**src/sv/rspd_pkg.sv**
```systemverilog
// Package with the shared types, register codes and pixel functions of the decoder.
`default_nettype none
package rspd_pkg;

   localparam int unsigned CSR_ADDR_W = 4;
   localparam int unsigned IMG_LEN_W  = 15;

   typedef enum logic [1:0] {
      CSR_PAL_OFFSET   = 2'd0,
      CSR_SKIP_ZERO    = 2'd1,
      CSR_IMAGE_LENGTH = 2'd2,
      CSR_UNUSED       = 2'd3
   } csr_index_type;

   typedef enum logic [1:0] {
      ST_HEADER  = 2'd0,
      ST_REPEAT  = 2'd1,
      ST_LITERAL = 2'd2,
      ST_EMIT    = 2'd3
   } state_type;

   typedef struct packed {
      logic [7:0]           pal_offset;
      logic                 skip_zero;
      logic [IMG_LEN_W-1:0] image_length;
   } cfg_type;

   typedef struct packed {
      logic load_header;
      logic load_repeat;
      logic load_literal;
      logic emit;
   } ctrl_cmd_type;

   typedef struct packed {
      logic hdr_repeat;
      logic out_free;
      logic lit_to_header;
      logic emit_last;
   } ctrl_sts_type;

   function automatic logic [7:0] pixel_value(input logic [7:0] raw, input logic [7:0] offset);
      pixel_value = raw + offset;
   endfunction

   function automatic logic pixel_write(input logic [7:0] raw, input logic skip);
      pixel_write = !(skip && (raw == 8'd0));
   endfunction

endpackage
`default_nettype wire

```
**src/sv/rspd_csr.sv**
```systemverilog
// Configuration register file with its APB-style access port.
`default_nettype none
module rspd_csr (
   input  wire logic                            clock,
   input  wire logic                            reset,
   input  wire logic                            psel,
   input  wire logic                            penable,
   input  wire logic                            pwrite,
   input  wire logic [rspd_pkg::CSR_ADDR_W-1:0] paddr,
   input  wire logic [31:0]                     pwdata,
   output logic [31:0]                          prdata,
   output logic                                 pready,
   output rspd_pkg::cfg_type                    cfg
);
   import rspd_pkg::*;

   cfg_type       cfg_ff;
   cfg_type       cfg_in;
   csr_index_type index;
   logic          wr_en;

   assign index  = csr_index_type'(paddr[3:2]);
   assign pready = 1'b1;
   assign wr_en  = psel && penable && pwrite && pready;
   assign cfg    = cfg_ff;

   always_comb begin
      cfg_in = cfg_ff;
      if (wr_en) begin
         case (index)
            CSR_PAL_OFFSET:   cfg_in.pal_offset   = pwdata[7:0];
            CSR_SKIP_ZERO:    cfg_in.skip_zero    = pwdata[0];
            CSR_IMAGE_LENGTH: cfg_in.image_length = pwdata[IMG_LEN_W-1:0];
            default:          cfg_in = cfg_ff;
         endcase
      end
   end

   always_comb begin
      case (index)
         CSR_PAL_OFFSET:   prdata = {24'd0, cfg_ff.pal_offset};
         CSR_SKIP_ZERO:    prdata = {31'd0, cfg_ff.skip_zero};
         CSR_IMAGE_LENGTH: prdata = {{(32 - IMG_LEN_W){1'b0}}, cfg_ff.image_length};
         default:          prdata = 32'd0;
      endcase
   end

   always_ff @(posedge clock) begin
      if (reset) begin
         cfg_ff.pal_offset   <= 8'd0;
         cfg_ff.skip_zero    <= 1'b1;
         cfg_ff.image_length <= IMG_LEN_W'(256);
      end else begin
         cfg_ff <= cfg_in;
      end
   end

endmodule
`default_nettype wire

```
**src/sv/rspd_ctrl.sv**
```systemverilog
// Controller state machine that sequences header, literal and repeat bytes.
`default_nettype none
module rspd_ctrl (
   input  wire logic                   clock,
   input  wire logic                   reset,
   input  wire logic                   req_valid,
   output logic                        req_stall,
   input  wire rspd_pkg::ctrl_sts_type sts,
   output rspd_pkg::ctrl_cmd_type      cmd
);
   import rspd_pkg::*;

   state_type state_ff;
   state_type state_in;

   always_comb begin
      state_in = state_ff;
      case (state_ff)
         ST_HEADER: begin
            if (req_valid) begin
               state_in = sts.hdr_repeat ? ST_REPEAT : ST_LITERAL;
            end
         end
         ST_LITERAL: begin
            if (req_valid && sts.out_free && sts.lit_to_header) begin
               state_in = ST_HEADER;
            end
         end
         ST_REPEAT: begin
            if (req_valid) begin
               state_in = ST_EMIT;
            end
         end
         ST_EMIT: begin
            if (sts.out_free && sts.emit_last) begin
               state_in = ST_HEADER;
            end
         end
         default: state_in = ST_HEADER;
      endcase
   end

   always_comb begin
      cmd       = '0;
      req_stall = 1'b1;
      case (state_ff)
         ST_HEADER: begin
            req_stall       = 1'b0;
            cmd.load_header = req_valid;
         end
         ST_LITERAL: begin
            req_stall        = !sts.out_free;
            cmd.load_literal = req_valid && sts.out_free;
         end
         ST_REPEAT: begin
            req_stall       = 1'b0;
            cmd.load_repeat = req_valid;
         end
         ST_EMIT: begin
            cmd.emit = sts.out_free;
         end
         default: req_stall = 1'b1;
      endcase
   end

   always_ff @(posedge clock) begin
      if (reset) begin
         state_ff <= ST_HEADER;
      end else begin
         state_ff <= state_in;
      end
   end

endmodule
`default_nettype wire

```
**src/sv/rspd_dp.sv**
```systemverilog
// Datapath with the run counters, pixel count, repeat emitter and result register.
`default_nettype none
module rspd_dp (
   input  wire logic                   clock,
   input  wire logic                   reset,
   input  wire rspd_pkg::cfg_type      cfg,
   input  wire rspd_pkg::ctrl_cmd_type cmd,
   output rspd_pkg::ctrl_sts_type      sts,
   input  wire logic [7:0]             req_code_byte,
   output logic                        rsp_valid,
   input  wire logic                   rsp_stall,
   output logic [7:0]                  rsp_pixel_first,
   output logic [7:0]                  rsp_pixel_second,
   output logic [1:0]                  rsp_pixel_count,
   output logic                        rsp_write_first,
   output logic                        rsp_write_second,
   output logic                        rsp_run_last,
   output logic                        rsp_image_done
);
   import rspd_pkg::*;

   logic [IMG_LEN_W-1:0] pixels_done_ff, pixels_done_in;
   logic [7:0]           run_cnt_ff, run_cnt_in;
   logic [7:0]           emit_left_ff, emit_left_in;
   logic                 emit_done_ff, emit_done_in;
   logic [7:0]           byte_ff, byte_in;
   logic                 rsp_valid_ff, rsp_valid_in;
   logic [7:0]           pix_ff, pix_in;
   logic                 wr_ff, wr_in;
   logic                 pair_ff, pair_in;
   logic                 last_ff, last_in;
   logic                 done_ff, done_in;

   logic [IMG_LEN_W-1:0] len;
   logic [IMG_LEN_W-1:0] left;
   logic [7:0]           rep_n;
   logic                 rep_done;
   logic                 lit_done;
   logic                 emit_pair;
   logic [7:0]           raw;

   assign len       = (cfg.image_length == '0) ? IMG_LEN_W'(1) : cfg.image_length;
   assign left      = (pixels_done_ff < len) ? (len - pixels_done_ff) : IMG_LEN_W'(1);
   assign rep_n     = (run_cnt_ff == 8'd0) ? 8'd1 : run_cnt_ff;
   assign rep_done  = {{(IMG_LEN_W - 8){1'b0}}, rep_n} >= left;
   assign lit_done  = ({1'b0, pixels_done_ff} + (IMG_LEN_W + 1)'(1)) >= {1'b0, len};
   assign emit_pair = |emit_left_ff[7:1];
   assign raw       = cmd.emit ? byte_ff : req_code_byte;

   assign sts.hdr_repeat    = req_code_byte[7];
   assign sts.out_free      = !rsp_valid_ff || !rsp_stall;
   assign sts.lit_to_header = lit_done || (run_cnt_ff == 8'd1);
   assign sts.emit_last     = emit_left_ff <= 8'd2;

   always_comb begin
      pixels_done_in = pixels_done_ff;
      run_cnt_in     = run_cnt_ff;
      emit_left_in   = emit_left_ff;
      emit_done_in   = emit_done_ff;
      byte_in        = byte_ff;
      pix_in         = pix_ff;
      wr_in          = wr_ff;
      pair_in        = pair_ff;
      last_in        = last_ff;
      done_in        = done_ff;
      rsp_valid_in   = rsp_valid_ff && rsp_stall;

      if (cmd.load_header) begin
         run_cnt_in = {1'b0, req_code_byte[6:0]} + 8'd1;
      end

      if (cmd.load_repeat) begin
         byte_in      = req_code_byte;
         emit_done_in = rep_done;
         emit_left_in = rep_done ? left[7:0] : rep_n;
         run_cnt_in   = 8'd0;
         pixels_done_in = rep_done ? '0
                                   : pixels_done_ff + {{(IMG_LEN_W - 8){1'b0}}, run_cnt_ff};
      end

      if (cmd.load_literal) begin
         pixels_done_in = lit_done ? '0 : pixels_done_ff + IMG_LEN_W'(1);
         run_cnt_in     = lit_done ? 8'd0 : run_cnt_ff - 8'd1;
         pair_in        = 1'b0;
         last_in        = 1'b1;
         done_in        = lit_done;
      end

      if (cmd.emit) begin
         emit_left_in = emit_left_ff - (emit_pair ? 8'd2 : 8'd1);
         pair_in      = emit_pair;
         last_in      = sts.emit_last;
         done_in      = emit_done_ff && sts.emit_last;
      end

      if (cmd.load_literal || cmd.emit) begin
         pix_in       = pixel_value(raw, cfg.pal_offset);
         wr_in        = pixel_write(raw, cfg.skip_zero);
         rsp_valid_in = 1'b1;
      end
   end

   always_ff @(posedge clock) begin
      if (reset) begin
         pixels_done_ff <= '0;
         run_cnt_ff     <= 8'd0;
         emit_left_ff   <= 8'd0;
         emit_done_ff   <= 1'b0;
         rsp_valid_ff   <= 1'b0;
      end else begin
         pixels_done_ff <= pixels_done_in;
         run_cnt_ff     <= run_cnt_in;
         emit_left_ff   <= emit_left_in;
         emit_done_ff   <= emit_done_in;
         rsp_valid_ff   <= rsp_valid_in;
      end
   end

   always_ff @(posedge clock) begin
      byte_ff <= byte_in;
      pix_ff  <= pix_in;
      wr_ff   <= wr_in;
      pair_ff <= pair_in;
      last_ff <= last_in;
      done_ff <= done_in;
   end

   assign rsp_valid        = rsp_valid_ff;
   assign rsp_pixel_first  = pix_ff;
   assign rsp_pixel_second = pair_ff ? pix_ff : 8'd0;
   assign rsp_pixel_count  = pair_ff ? 2'd2 : 2'd1;
   assign rsp_write_first  = wr_ff;
   assign rsp_write_second = pair_ff && wr_ff;
   assign rsp_run_last     = last_ff;
   assign rsp_image_done   = done_ff;

endmodule
`default_nettype wire

```
**src/sv/rle_sprite_pixel_decoder.sv**
```systemverilog
// A literal byte's result is shown in the cycle after its transfer is accepted.
// A repeat data byte is registered first; its results come from the emit state.
// Header bytes are taken without a stall, literal bytes whenever the result
// register is free; a repeat byte holds off input until the two-pixel repeat emitter is done.
// Reset is synchronous and active high; it restores the register defaults and
// returns the decoder to expecting a header byte with no pixels counted.
`default_nettype none
module rle_sprite_pixel_decoder (
   input  wire logic                            clock,
   input  wire logic                            reset,
   input  wire logic                            req_valid,
   output logic                                 req_stall,
   input  wire logic [7:0]                      req_code_byte,
   output logic                                 rsp_valid,
   input  wire logic                            rsp_stall,
   output logic [7:0]                           rsp_pixel_first,
   output logic [7:0]                           rsp_pixel_second,
   output logic [1:0]                           rsp_pixel_count,
   output logic                                 rsp_write_first,
   output logic                                 rsp_write_second,
   output logic                                 rsp_run_last,
   output logic                                 rsp_image_done,
   input  wire logic                            psel,
   input  wire logic                            penable,
   input  wire logic                            pwrite,
   input  wire logic [rspd_pkg::CSR_ADDR_W-1:0] paddr,
   input  wire logic [31:0]                     pwdata,
   output logic [31:0]                          prdata,
   output logic                                 pready
);
   import rspd_pkg::*;

   cfg_type      cfg;
   ctrl_cmd_type cmd;
   ctrl_sts_type sts;

   rspd_csr u_csr (
      .clock   (clock),
      .reset   (reset),
      .psel    (psel),
      .penable (penable),
      .pwrite  (pwrite),
      .paddr   (paddr),
      .pwdata  (pwdata),
      .prdata  (prdata),
      .pready  (pready),
      .cfg     (cfg)
   );

   rspd_ctrl u_ctrl (
      .clock     (clock),
      .reset     (reset),
      .req_valid (req_valid),
      .req_stall (req_stall),
      .sts       (sts),
      .cmd       (cmd)
   );

   rspd_dp u_dp (
      .clock            (clock),
      .reset            (reset),
      .cfg              (cfg),
      .cmd              (cmd),
      .sts              (sts),
      .req_code_byte    (req_code_byte),
      .rsp_valid        (rsp_valid),
      .rsp_stall        (rsp_stall),
      .rsp_pixel_first  (rsp_pixel_first),
      .rsp_pixel_second (rsp_pixel_second),
      .rsp_pixel_count  (rsp_pixel_count),
      .rsp_write_first  (rsp_write_first),
      .rsp_write_second (rsp_write_second),
      .rsp_run_last     (rsp_run_last),
      .rsp_image_done   (rsp_image_done)
   );

endmodule
`default_nettype wire

```
**config.mk**
```make
export PLATFORM = sky130hd
export DESIGN_NAME = rle_sprite_pixel_decoder
export DESIGN_NICKNAME = d
export VERILOG_FILES = /design/src/sv/rspd_pkg.sv /design/src/sv/rspd_csr.sv /design/src/sv/rspd_ctrl.sv /design/src/sv/rspd_dp.sv /design/src/sv/rle_sprite_pixel_decoder.sv
export SDC_FILE = /design/constraint.sdc
export NUM_CORES = 1
export LEC_CHECK = 0
export BUFFER_PORTS_ARGS = -buffer_cell sky130_fd_sc_hd__buf_2
export CORE_MARGIN = 2
export CORE_UTILIZATION = 53
export DETAILED_ROUTE_END_ITERATION = 10
export PLACE_DENSITY = 0.79
export SYNTH_ARGS = -nofsm -noshare
export SYNTH_HDL_FRONTEND = slang
export SYNTH_HIERARCHICAL = 1
export SYNTH_SLANG_ARGS = --single-unit
```
**constraint.sdc**
```tcl
create_clock -name clock -period 4.03 [get_ports clock]
set_input_delay 0.806 -clock clock [delete_from_list [all_inputs] [get_ports clock]]
set_output_delay 0.806 -clock clock [all_outputs]
set_load 0.02 [all_outputs]
```
# Word level (Yosys, flattened, before mapping)
# Index checks and enable logic that the tools add are counted.
# word_totals
ff_bits	79
output_inout_bits	57
input_bits	51
word_cells	105
# classes
n_mux	37
reduce_logical	31
n_eq_ne	10
order_cmp	4
n_addsub	8
# ops
cell	count
2-to-1 mux 15 bit	6
2-to-1 mux 8 bit	10
one-hot mux 15 bit (3 select lines)	1
adder 15 x 1 -> 16 bit, second input constant	1
greater-or-equal comparator 16 x 15 -> 1 bit	1
logical NOT 8 bit	2
adder 15 x 1 -> 15 bit, second input constant	1
adder 15 x 8 -> 15 bit	1
greater-or-equal comparator 8 x 15 -> 1 bit	1
logical NOT 15 bit	1
less-than comparator 15 bit	1
subtractor 15 bit	1
2-to-1 mux 2 bit	7
2-to-1 mux 1 bit	11
logical AND 1 bit	9
adder 7 x 1 -> 8 bit, second input constant	1
adder 8 bit	1
equality test 8 x 1 -> 1 bit, second input constant	1
<= comparator 8 x 2 -> 1 bit, second input constant	1
one-hot mux 2 bit (4 select lines)	1
subtractor 8 x 1 -> 8 bit, second input constant	1
subtractor 8 bit	1
OR reduction 7 bit	1
equality test 2 bit, second input constant	3
other kinds (12)	25

# Depth between registers and ports, before layout
# Gate-level depths: netlist of the first run.
# depth
ltp_word	8
mapped_depth	22
ltp_nobuf	21

# Hierarchy
# The synthesis of the first run kept the hierarchy.
# modules_own_cells
module	instances	cells_each	seq_area_each_um2	area_each_um2
rspd_dp	1	687	1261.2	5485.3
rspd_csr	1	146	480.5	1401.3
rspd_ctrl	1	21	40.0	148.9

# Worst setup path before layout of the first run
# OpenSTA, ideal clock, no wires.
# synth_timing
path_type	reg2reg
start	reg u_csr.cfg_ff (netlist bit u_csr/cfg[8])
end	reg u_dp.pixels_done_ff[7]
arrival_ps	4080
path_stages_with_launch	23
slack_ps	-136
required_ps	3944
synth_period_minus_slack_ps	4166
path_buffers	1
setup_ps	86
cell_sequence	dfxtp_1 > nor4_1 > a41o_1 > inv_1 > ha_1 > inv_1 > ha_1 > nor4_2 > nor2_1 > maj3_1 > a21oi_1 > xnor2_1 > nand2_1 > ha_1 > nor3_1 > o21ai_0 > o22ai_1 > nor3b_1 > nand4_4 > o21ai_2 > buf_6 > or3_1 > a221oi_2
# synth_via
elab_chain_cells	8
elab_cells_between_ends	11
cone_classes	add/sub: 1; order compare: 3; mux: 6; reduce/logical: 1
# synth_rtl
element	line	text
from (decl)	rspd_csr.sv:17	cfg_type cfg_ff;
from (signal assigned)	rspd_csr.sv:54	cfg_ff <= cfg_in;
logical NOT 15 bit	rspd_dp.sv:42	assign len = (cfg.image_length == '0) ? IMG_LEN_W'(1) : cfg.image_length;
2-to-1 mux 15 bit (*)	rspd_dp.sv:42	
subtractor 15 bit / less-than comparator 15 bit (equally long branches)	rspd_dp.sv:43	assign left = (pixels_done_ff < len) ? (len - pixels_done_ff) : IMG_LEN_W'(1);
2-to-1 mux 15 bit	rspd_dp.sv:43	
greater-or-equal comparator 8 x 15 -> 1 bit	rspd_dp.sv:45	assign rep_done = {{(IMG_LEN_W - 8){1'b0}}, rep_n} >= left;
2-to-1 mux 15 bit	rspd_dp.sv:77	pixels_done_in = rep_done ? '0
2-to-1 mux 15 bit	rspd_dp.sv:72	if (cmd.load_repeat) begin
2-to-1 mux 15 bit (*)	rspd_dp.sv:81	if (cmd.load_literal) begin
to (signal assigned)	rspd_dp.sv:111	pixels_done_ff <= pixels_done_in;
to (decl)	rspd_dp.sv:22	logic [IMG_LEN_W-1:0] pixels_done_ff, pixels_done_in;
# Every way passes the cells marked *; elsewhere a longest branch is shown, timed or not. The select of a mux whose other input is x is not followed.
# A chain may end at the register's enable or synchronous reset.

# Worst setup path in the final report of the first run
# layout_timing
start	reg u_csr.cfg_ff (netlist bit u_csr/cfg[7])
end	reg u_dp.emit_left_ff[4]
# layout_via
elab_chain_cells	8
elab_cells_between_ends	9
cone_classes	add/sub: 1; order compare: 2; mux: 5; reduce/logical: 1
# layout_rtl
element	line	text
logical NOT 15 bit	rspd_dp.sv:42	
2-to-1 mux 15 bit (*)	rspd_dp.sv:42	
subtractor 15 bit / less-than comparator 15 bit (equally long branches)	rspd_dp.sv:43	
2-to-1 mux 15 bit (*)	rspd_dp.sv:43	
greater-or-equal comparator 8 x 15 -> 1 bit	rspd_dp.sv:45	
2-to-1 mux 8 bit (*)	rspd_dp.sv:75	emit_left_in = rep_done ? left[7:0] : rep_n;
2-to-1 mux 8 bit (*)	rspd_dp.sv:72	
2-to-1 mux 8 bit (*)	rspd_dp.sv:89	if (cmd.emit) begin
to (signal assigned)	rspd_dp.sv:113	emit_left_ff <= emit_left_in;
to (decl)	rspd_dp.sv:24	logic [7:0] emit_left_ff, emit_left_in;
# Marks and branches as above.

==> impl_metrics.yaml, run 1 <==
run_status:
  outcome: "finished with violations"
  violations: "negative setup slack"
synth:
  yosys.area_share.simple_pct: 24.5
  synth_warnings: 6
  synth_area_sq_um: 7040
  ys_seq_area_share_pct: 25.3
  synth_top_family_by_area: "simple AND/OR/NAND/NOR gates"
  yosys_most_used_dff: "dfxtp_1"
  synthArstFlopShare_pct: 0
  synth_seq_cells: 79
  synth_compound_area_share_pct: 17.6
  synthCells: 854
  synth_xor_area_share_pct: 6.40
  avgSynthCellArea_sq_um: 8.24
  synth_edf_count: 20
  synth.distinct_cells: 82
  synth_fa_ha_area_share_pct: 11.3
  muxShareOfSynthArea_pct: 6.70
clock_tree:
  ctsHtreeMaxLevel: 3
  numCtsBuffers: 9
  ctsHoldBuffers: 0
  cts_tree: "built"
  cts_root_buf: "clkbuf_16"
  clk_pin_slew_ns: 0.06
  cts_buffer_depth: 2
  insertion_delay_ns: 0.34
  clock-sinks: 79
global_route:
  grt_start_max_net_pins: 48
  grt_use_total_pct: 27.2
  grt_pass1_wl_mm: 31.1
  antenna_found_initial: 0
  overflow: 0
  grt_pass1_vias: 6462
setup_path:
  crit_path_end_kind: "flop"
  crit_path_start_kind: "flop"
  crit_type: "flop to flop"
  crit_fanout: 7
  worstPathRequired_ns: 4.30
  cp_slowest_stage_delay_ns: 0.36
  path_cells: "nor4_4, a41o_1, inv_2, ha_4, nor2b_4, o41ai_4, o2111ai_2, a311oi_4, nor2_4, nand3b_1, ha_1, o2111ai_2, a21oi_2, o22ai_2, nor3b_2, nand4_4, nor2_4, buf_4, mux2i_1, o2bb2ai_1"
  critPathArrivalTime_ns: 4.51
  crit_path_top_delay_cell: "dfxtp_4"
flow_run:
  maxCapViolations: 0
sta:
  fin_crit_ns: 4.25
  fin_ws_ns: -0.217
  min_period_over_period_pct: 105
  rsz0062_at_grt: "true"
  setup_viol: 24
  hold_violations: 0
  worst_pin_slew_ns: 1.08
  finClkSkew_ns: 0.00793
  slew_headroom_pct: 27.9
  fmax_mhz: 235
  slew_viol_final: 0
floorplanning:
  io_pins: 108
  initial_utilization_pct: 53.8
  num_rows: 42
  die-width_microns: 119
  core_sq_um: 13100
  die_h_microns: 119
  dieArea_sq_um: 14200
placed_design:
  dpl.hpwl_mm: 14.4
  place_inst: 1140
  place.gp.congestion: 0.974
  place.port_buffers: 70
  post_dp_cell_area_sq_um: 8010
final_layout:
  regArea_sq_um: 1800
  stdcell_count: 1171
  antenna_cells: 0
  area_growth_pct: 25.1
  drive_gt1_share_pct: 30.8
  finalInstanceArea_sq_um: 8800
  multi_input_area_sq_um: 5090
  nFillCells: 939
  nets: 1100
drt:
  drc: 0
  drtAntennaViolNets: 0
  num_vias: 6937
  drt-pass1-iter-count: 5
  post_drt_via_cell_ratio: 5.92
  drt_iter0_drc: 616
  routedWlPerCell_microns: 17.9
  routed_wl_mm: 21.0
power_and_ir_drop:
  p_leak_nw: 3.77
  intPower_w: 0.00196
  clockPowerShare_pct: 29.2
  p_sw_w: 0.00107
  pwr-share-comb_pct: 40.7
  netSwitchingFraction_pct: 35.3
  peakVddDrop_v: 0.000218
  p_seq_share_pct: 30.1
  powerDensity_nw_per_um2: 345
hold_path:
  hold_path_class: "flop to flop"
## sequential cells by signal (all words and copies together) (netlist names)
name	count
u_csr/cfg	24
u_ctrl/state_ff	2
u_dp/byte_ff	8
u_dp/emit_done_ff	1
u_dp/emit_left_ff	8
u_dp/pair_ff	1
u_dp/pixels_done_ff	15
u_dp/rsp_image_done	1
u_dp/rsp_pixel_first	8
u_dp/rsp_run_last	1
u_dp/rsp_valid	1
u_dp/rsp_write_first	1
u_dp/run_cnt_ff	8
## cell families after synthesis
kind of cell	after synthesis
and+or+nand+nor	313
AOI/OAI and AO/OA	183
buffers and inverters	123
DFF	79
adders and majority gates	62
xor gates and xnor gates	46
muxes	46
other	2
## worst max-delay path: cells and delay by family, from the launching register on
kind                       cells  cell delay, ns
AOI/OAI and AO/OA              8            1.35
buffers and inverters          2            0.22
DFF                            1            0.36
muxes                          1            0.20
and+or+nand+nor                7            1.51
adders and majority gates      2            0.53
## path summary, 6_finish.rpt
path         slack, ns                           start  cells past startpoint                           endpoint
max reg2reg      -0.22       u_csr/cfg[7]$_SDFFE_PP0P_                     20  u_dp/emit_left_ff[4]$_SDFFE_PP0P_
min reg2reg       0.52  u_dp/emit_done_ff$_SDFFE_PP0P_                      2     u_dp/emit_done_ff$_SDFFE_PP0P_
max              -0.22       u_csr/cfg[7]$_SDFFE_PP0P_                     20  u_dp/emit_left_ff[4]$_SDFFE_PP0P_
min               0.52  u_dp/emit_done_ff$_SDFFE_PP0P_                      2     u_dp/emit_done_ff$_SDFFE_PP0P_
## area by class of cell
| cell class | count | share of cell area (%) |
|---|---|---|
| Multi-Input combinational cell | 669 | 57.8 |
| Sequential cell | 79 | 20.4 |
| Timing Repair Buffer | 175 | 13.2 |
| Inverter | 56 | 2.39 |
| Tap cell | 176 | 2.50 |
| Clock buffer | 10 | 2.60 |
| Clock inverter | 6 | 1.07 |
## repair_timing
item | in CTS | in global routing
cloned | 1 | 0
setup endpoints to repair | 24 | 33
setup buffers | 10 | 6
gates resized for setup | 34 | 45
pin swaps | 20 | 34
endpoints found under the hold margin | 0 | 0
## stage by stage
stage          total power, W  setup TNS, ns  setup WS [ns]  utilization (%)  hold WS [ns]
2_1_floorplan         0.00163              0         0.0448                -         0.460
3_3_place_gp          0.00191          -4.38         -0.342             61.2         0.476
3_5_place_dp          0.00193          -6.14         -0.441             61.2         0.501
4_1_cts               0.00290         -0.278        -0.0721             65.3         0.515
5_1_grt               0.00317          -5.67         -0.328             67.3         0.535
6_report              0.00303          -2.92         -0.217             67.3         0.517
## cell usage in the layout (no fill, tap or decap), types with 14 or more instances in the layout
cell and n:
edfxtp_1 20, or2b_2 14, and2_1 20, nor3_1 15
nand2b_1 29, xnor2_1 34, a21oi_1 54, nand2_1 55
buf_4 99, nor2_1 61, buf_2 70, conb_1 18
nand3_1 22, o21ai_0 21, inv_1 55, ha_1 49
dfxtp_1 48, mux2i_1 37
## synthesized netlist by cell type (4+ instances only)
library cell,number,area [sq um]
a31oi_1,12,75.1
a22oi_1,8,60.1
xor2_1,8,70.1
o22ai_1,10,62.6
nand4_1,6,37.5
o21ai_0,24,120
xnor2_1,34,298
nor4_1,11,68.8
nor2_1,65,244
a21o_1,9,67.6
nor2b_1,12,75.1
o21bai_1,6,45.0
and3_1,7,43.8
a21oi_1,59,295
mux2_2,7,78.8
nand3b_1,6,45.0
edfxtp_1,20,601
ha_1,56,701
a211oi_1,11,82.6
dfxtp_1,59,1180
buf_4,21,158
mux2i_1,37,370
nand2_1,58,218
and2_1,20,125
nor3b_1,8,60.1
clkbuf_1,38,143
or3_1,12,75.1
buf_2,4,20.0
nor3_1,16,80.1
nand2b_1,30,188
or2b_2,14,123
inv_1,56,210
nand3_1,25,125
o21a_1,5,37.5
o211ai_1,5,37.5
## power by group through the flow
| stage | sequential, W | clock (W) | combinational [W] |
|---|---|---|---|
| after floorplan | 0.000929 | 0 | 0.000698 |
| after global placement | 0.000923 | 0 | 0.000987 |
| after detailed placement | 0.000924 | 0 | 0.00101 |
| after CTS | 0.000908 | 0.000889 | 0.00110 |
| after global routing | 0.000916 | 0.000920 | 0.00134 |
| final | 0.000913 | 0.000887 | 0.00123 |
## routing by layer
| layer | vias up | routed length [microns] | GRT usage, % | share of wire [%] |
|---|---|---|---|---|
| li1 | 3252 | - | - | - |
| met1 | 3233 | 8460 | 33.9 | 40 |
| met2 | 357 | 10000 | 47.0 | 48 |
| met3 | 95 | 1440 | 4.02 | 6.9 |
| met4 | 0 | 1050 | 11.5 | 5.0 |
| met5 | - | 0 | 0 | 0 |
Note: power is estimated with default switching activity, not from simulation.
==> run 2, diff against run 1 <==
--- a/config.mk
+++ b/config.mk
@@ -5,6 +5,7 @@
 export SDC_FILE = /design/constraint.sdc
 export NUM_CORES = 1
 export LEC_CHECK = 0
+export ABC_AREA = 1
 export BUFFER_PORTS_ARGS = -buffer_cell sky130_fd_sc_hd__buf_2
 export CORE_MARGIN = 2
 export CORE_UTILIZATION = 53
==> impl_metrics.yaml, run 2 <==
synth:
  synth_fa_ha_area_share_pct: 11.0
  synth.largest_area_cell: "dfxtp_1"
  synthArstFlopShare_pct: 0
  synth_common_cells: "nand2_1 (190), inv_1 (162), nor2_1 (108)"
  yosys_most_used_dff: "dfxtp_1"
  synth_xor_area_share_pct: 4.26
  muxShareOfSynthArea_pct: 0.143
  synth_top_area_share_pct: 16.9
  synth_seq_cells: 79
  synth_compound_area_share_pct: 13.4
  synth_top_family_by_area: "simple AND/OR/NAND/NOR gates"
  synthCells: 1068
  synth_warnings: 6
  synth.distinct_cells: 45
  synth_area_leaders: "dfxtp_1 (17%), nand2_1 (10%), ha_1 (10%)"
  synth_edf_count: 20
  ys_seq_area_share_pct: 25.5
  avgSynthCellArea_sq_um: 6.55
  yosysMostFrequentCell: "nand2_1"
  synth_area_sq_um: 7000
  yosys.area_share.simple_pct: 31.4
final_layout:
  utilization_pct: 62.2
  layout_commonest_cell: "nand2_1"
  drive_gt1_share_pct: 15.7
  finalInstanceArea_sq_um: 7950
  layout_common_cells: "nand2_1 (190), inv_1 (161), nor2_1 (107)"
  area_growth_pct: 13.5
  largest_register_ffs: 24
  nets: 1254
  antenna_cells: 0
sta:
  slew_viol_final: 0
  fin_crit_ns: 3.79
  slew_headroom_pct: 48.8
  hold_violations: 0
  setup_viol: 0
  rsz0062_at_grt: "false"
  whs_ns: 0.515
  min_period_over_period_pct: 94.1
  worst_pin_slew_ns: 0.768
  fin_tns_setup_ns: 0
  fmax_mhz: 264
  finClkSkew_ns: 0.00713
setup_path:
  worstPathRequired_ns: 4.31
  critPathArrivalTime_ns: 4.07
  crit_path_top_delay_cell: "dfxtp_2"
  crit_type: "flop to flop"
  crit_fanout: 8
  crit_path_start: "u_csr/cfg[11]$_SDFFE_PP0P_"
  crit_path_end_kind: "flop"
  rr_worst_depth: 27
  crit_path_start_kind: "flop"
  cp_common_cell: "nand2_2"
  rr_startpoint: "u_csr/cfg[11]$_SDFFE_PP0P_"
  cp_slowest_stage_delay_ns: 0.34
drt:
  drtAntennaViolNets: 0
  routedWlPerCell_microns: 13.6
  drt-pass1-iter-count: 6
  drc: 0
  drt_iter0_drc: 483
  post_drt_via_cell_ratio: 5.26
  num_vias: 6947
  routed_wl_mm: 18.0
hold_path:
  holdPathStages: 2
  hold_path_class: "flop to flop"
  worstHoldStart: "u_csr/cfg[18]$_SDFFE_PP0P_"
clock_tree:
  clk_pin_slew_ns: 0.06
  clock-sinks: 79
  cts_root_buf: "clkbuf_16"
  insertion_delay_ns: 0.34
  cts_buffer_depth: 2
  numCtsBuffers: 9
  cts_tree: "built"
  ctsHtreeMaxLevel: 3
placed_design:
  dpl.hpwl_mm: 13.9
  place.port_buffers: 70
  place.gp.congestion: 0.928
  post_dp_cell_area_sq_um: 7570
power_and_ir_drop:
  p_seq_share_pct: 27.0
  p_leak_nw: 4.04
  peakVddDrop_v: 0.000212
  p_sw_w: 0.00161
  pwr-share-comb_pct: 51.0
  intPower_w: 0.00206
  netSwitchingFraction_pct: 43.8
  clockPowerShare_pct: 22.1
  powerDensity_nw_per_um2: 462
global_route:
  antenna_found_initial: 0
  grt_pass1_wl_mm: 30.3
  grt_start_max_net_pins: 26
  overflow: 0
  grt_use_total_pct: 25.9
  grt_pass1_vias: 6597
floorplanning:
  dieArea_sq_um: 14100
  die_h_microns: 119
  die-width_microns: 119
  num_rows: 41
  initial_utilization_pct: 54.8
  core_sq_um: 12800
  io_pins: 108
run_status:
  outcome: "finished, final reports clean"
flow_run:
  maxCapViolations: 0
run 2: power by group through the flow:
stage	registers (W)	logic [W]	clock network, W
CTS	0.000988	0.00179	0.000820
global placement	0.00100	0.00174	0
global route	0.00100	0.00213	0.000853
finish	0.000991	0.00187	0.000810
detailed placement	0.00100	0.00177	0
floorplan	0.000995	0.00137	0
run 2: cell type report:
type	instances	area [sq um]
Fill cell	1179	4830
Multi-Input combinational cell	773	4350
Sequential cell	79	1780
Timing Repair Buffer	110	654
Inverter	171	644
Clock buffer	13	275
Tap cell	172	215
Clock inverter	3	25.0
run 2: worst max-delay path, delay by kind of cell, from the launching register on:
family,cells,cell delay [ns]
simple gates,13,1.37
compound gates,8,1.11
fa+ha+maj,2,0.49
buf+inv,4,0.40
flops,1,0.34
run 2: path summary, 6_finish.rpt:
check | to | slack (ns)
max | u_dp/emit_left_ff[3]$_SDFFE_PP0P_ | 0.24
min | u_csr/cfg[18]$_SDFFE_PP0P_ | 0.52
max reg2reg | u_dp/emit_left_ff[3]$_SDFFE_PP0P_ | 0.24
min reg2reg | u_csr/cfg[18]$_SDFFE_PP0P_ | 0.52
run 2: cell families after synthesis:
logic type,count (synthesis)
compound gates,173
xor+xnor,34
fa+ha+maj,60
buf+inv,232
flops,79
mux,1
other cells,2
simple gates,487
run 2: metrics by stage:
stage	cells	total power (W)	worst slack (ns)
floorplan	1084	0.00237	0.613
global placement	1304	0.00274	0.128
detailed placement	1304	0.00278	0.0620
CTS	1320	0.00359	0.0560
global route	1321	0.00398	0.0280
finish	1321	0.00367	0.240
run 2: what timing repair did:
item / 4_1_cts / 5_1_grt
endpoints found under the hold margin: 0 / 0
resized for setup: 0 / 16
setup endpoints to repair: 0 / 31
hold buffers: 0 / 0
setup buffers: 0 / 1
run 2: metal layers:
metal  routed length [microns]  vias up  GRT usage, %
met2                      8370      225          43.1
met5                         0        -             0
met4                       547        0          10.0
met3                       951       49          3.59
li1                          -     3588             -
met1                      8100     3085          33.9
==> run 3, diff against run 2 <==
--- a/config.mk
+++ b/config.mk
@@ -9,6 +9,7 @@
 export BUFFER_PORTS_ARGS = -buffer_cell sky130_fd_sc_hd__buf_2
 export CORE_MARGIN = 2
 export CORE_UTILIZATION = 53
+export CTS_BUF_LIST = sky130_fd_sc_hd__clkbuf_8 sky130_fd_sc_hd__clkbuf_16
 export DETAILED_ROUTE_END_ITERATION = 10
 export PLACE_DENSITY = 0.79
 export SYNTH_ARGS = -nofsm -noshare
==> impl_metrics.yaml, run 3 (synthesis results as in run 2) <==
floorplanning:
  die_h_microns: 119
  dieArea_sq_um: 14100
  die-width_microns: 119
  num_rows: 41
  io_pins: 108
  initial_utilization_pct: 54.8
  core_sq_um: 12800
global_route:
  grt_pass1_vias: 6603
  grt_use_total_pct: 25.9
  grt_start_max_net_pins: 26
  grt_pass1_wl_mm: 30.3
  antenna_found_initial: 0
  overflow: 0
sta:
  whs_ns: 0.515
  rsz0062_at_grt: "false"
  fin_crit_ns: 3.79
  slew_headroom_pct: 49.5
  fin_tns_setup_ns: 0
  worst_pin_slew_ns: 0.757
  slew_viol_final: 0
  min_period_over_period_pct: 94.2
  hold_violations: 0
  finClkSkew_ns: 0.00832
  setup_viol: 0
  fmax_mhz: 264
clock_tree:
  cts_root_buf: "clkbuf_16"
  cts_tree: "built"
  cts_buffer_depth: 2
  insertion_delay_ns: 0.34
  ctsHoldBuffers: 0
  numCtsBuffers: 9
  clock-sinks: 79
  ctsHtreeMaxLevel: 3
  clk_pin_slew_ns: 0.06
final_layout:
  drive_gt1_share_pct: 15.6
  antenna_cells: 0
  area_growth_pct: 13.5
  multi_input_area_sq_um: 4350
  nets: 1254
  layout_common_cells: "nand2_1 (190), inv_1 (163), nor2_1 (107)"
  utilization_pct: 62.2
  largest_register_ffs: 24
  layout_commonest_cell: "nand2_1"
  regArea_sq_um: 1780
  nFillCells: 1180
drt:
  routed_wl_mm: 18.0
  drt_iter0_drc: 497
  num_vias: 6921
  drt-pass1-iter-count: 7
  drtAntennaViolNets: 0
  routedWlPerCell_microns: 13.6
  post_drt_via_cell_ratio: 5.24
  drc: 0
setup_path:
  crit_type: "flop to flop"
  rr_worst_depth: 27
  worstPathRequired_ns: 4.30
  critPathArrivalTime_ns: 4.07
  crit_path_end: "u_dp/emit_left_ff[3]$_SDFFE_PP0P_"
  crit_path_start: "u_csr/cfg[11]$_SDFFE_PP0P_"
  crit_fanout: 8
  r2r_end: "u_dp/emit_left_ff[3]$_SDFFE_PP0P_"
  crit_path_end_kind: "flop"
  rr_startpoint: "u_csr/cfg[11]$_SDFFE_PP0P_"
  crit_path_start_kind: "flop"
  ff2ff_setup_slack_ns: 0.24
placed_design:
  place.gp.congestion: 0.928
  dpl.hpwl_mm: 13.9
  place.port_buffers: 70
power_and_ir_drop:
  powerDensity_nw_per_um2: 461
  p_leak_nw: 4.04
  peakVddDrop_v: 0.000211
hold_path:
  holdPathStages: 2
  hold_path_class: "flop to flop"
run_status:
  outcome: "finished, final reports clean"
flow_run:
  maxCapViolations: 0
## run 3: final cells by class
| type | count | share of cell area (%) |
|---|---|---|
| timing repair buffer | 110 | 8.24 |
| inverter | 171 | 8.11 |
| sequential | 79 | 22.5 |
| tap | 172 | 2.71 |
| clock inverter | 5 | 0.410 |
| multi-input combinational | 773 | 54.8 |
| clock buffer | 11 | 3.32 |
## run 3: layer usage
layer | track usage [%] | part of all wire (%)
met1 | 33.8 | 44
met2 | 43.2 | 47
met3 | 3.59 | 5.7
met4 | 10.0 | 2.6
met5 | 0 | 0
## run 3: worst min path at each step
stage	from	endpoint
detailed placement	u_csr/cfg[18]$_SDFFE_PP0P_	u_csr/cfg[18]$_SDFFE_PP0P_
global route	u_csr/cfg[18]$_SDFFE_PP0P_	u_csr/cfg[18]$_SDFFE_PP0P_
floorplan	u_csr/cfg[15]$_SDFFE_PP1P_	u_csr/cfg[15]$_SDFFE_PP1P_
global placement	u_csr/cfg[18]$_SDFFE_PP0P_	u_csr/cfg[18]$_SDFFE_PP0P_
CTS	u_csr/cfg[18]$_SDFFE_PP0P_	u_csr/cfg[18]$_SDFFE_PP0P_
finish	u_csr/cfg[18]$_SDFFE_PP0P_	u_csr/cfg[18]$_SDFFE_PP0P_
## run 3: report_power, final
group,internal [W],switching [W],total [W]
Combinational,0.000682,0.00119,0.00187
Clock,0.000470,0.000325,0.000795
Sequential,0.000900,0.0000912,0.000991
## run 3: what timing repair did
item | in CTS | in global routing
resized for setup | 0 | 16
setup buffers | 0 | 1
setup endpoints to repair | 0 | 31
## run 3: critical path, stage by stage, from the launching register on
cell,delay (ns)
dfxtp_2,0.34
inv_1,0.08
nand4_1,0.12
nor4_2,0.28
a31oi_1,0.18
ha_2,0.24
inv_1,0.07
nand2_1,0.08
nand2_2,0.09
nand2_2,0.07
nand2_2,0.08
nand2_1,0.05
o211ai_1,0.09
nand2_1,0.14
inv_4,0.09
nand3_2,0.10
ha_4,0.26
a21oi_1,0.11
o21ai_0,0.10
a21oi_1,0.15
nor2_1,0.05
o21a_1,0.16
o21ai_1,0.15
nand2_2,0.12
buf_6,0.16
nand3_1,0.10
nand3_2,0.11
a21oi_2,0.16
## run 3: metrics by stage
stage	worst slack [ns]	std cells	total power, W	area, sq um
floorplan	0.613	1084	0.00237	7060
global placement	0.128	1304	0.00274	7570
detailed placement	0.0620	1304	0.00278	7570
CTS	0.0560	1320	0.00358	7860
global route	0.0280	1321	0.00397	7940
finish	0.236	1321	0.00366	7940
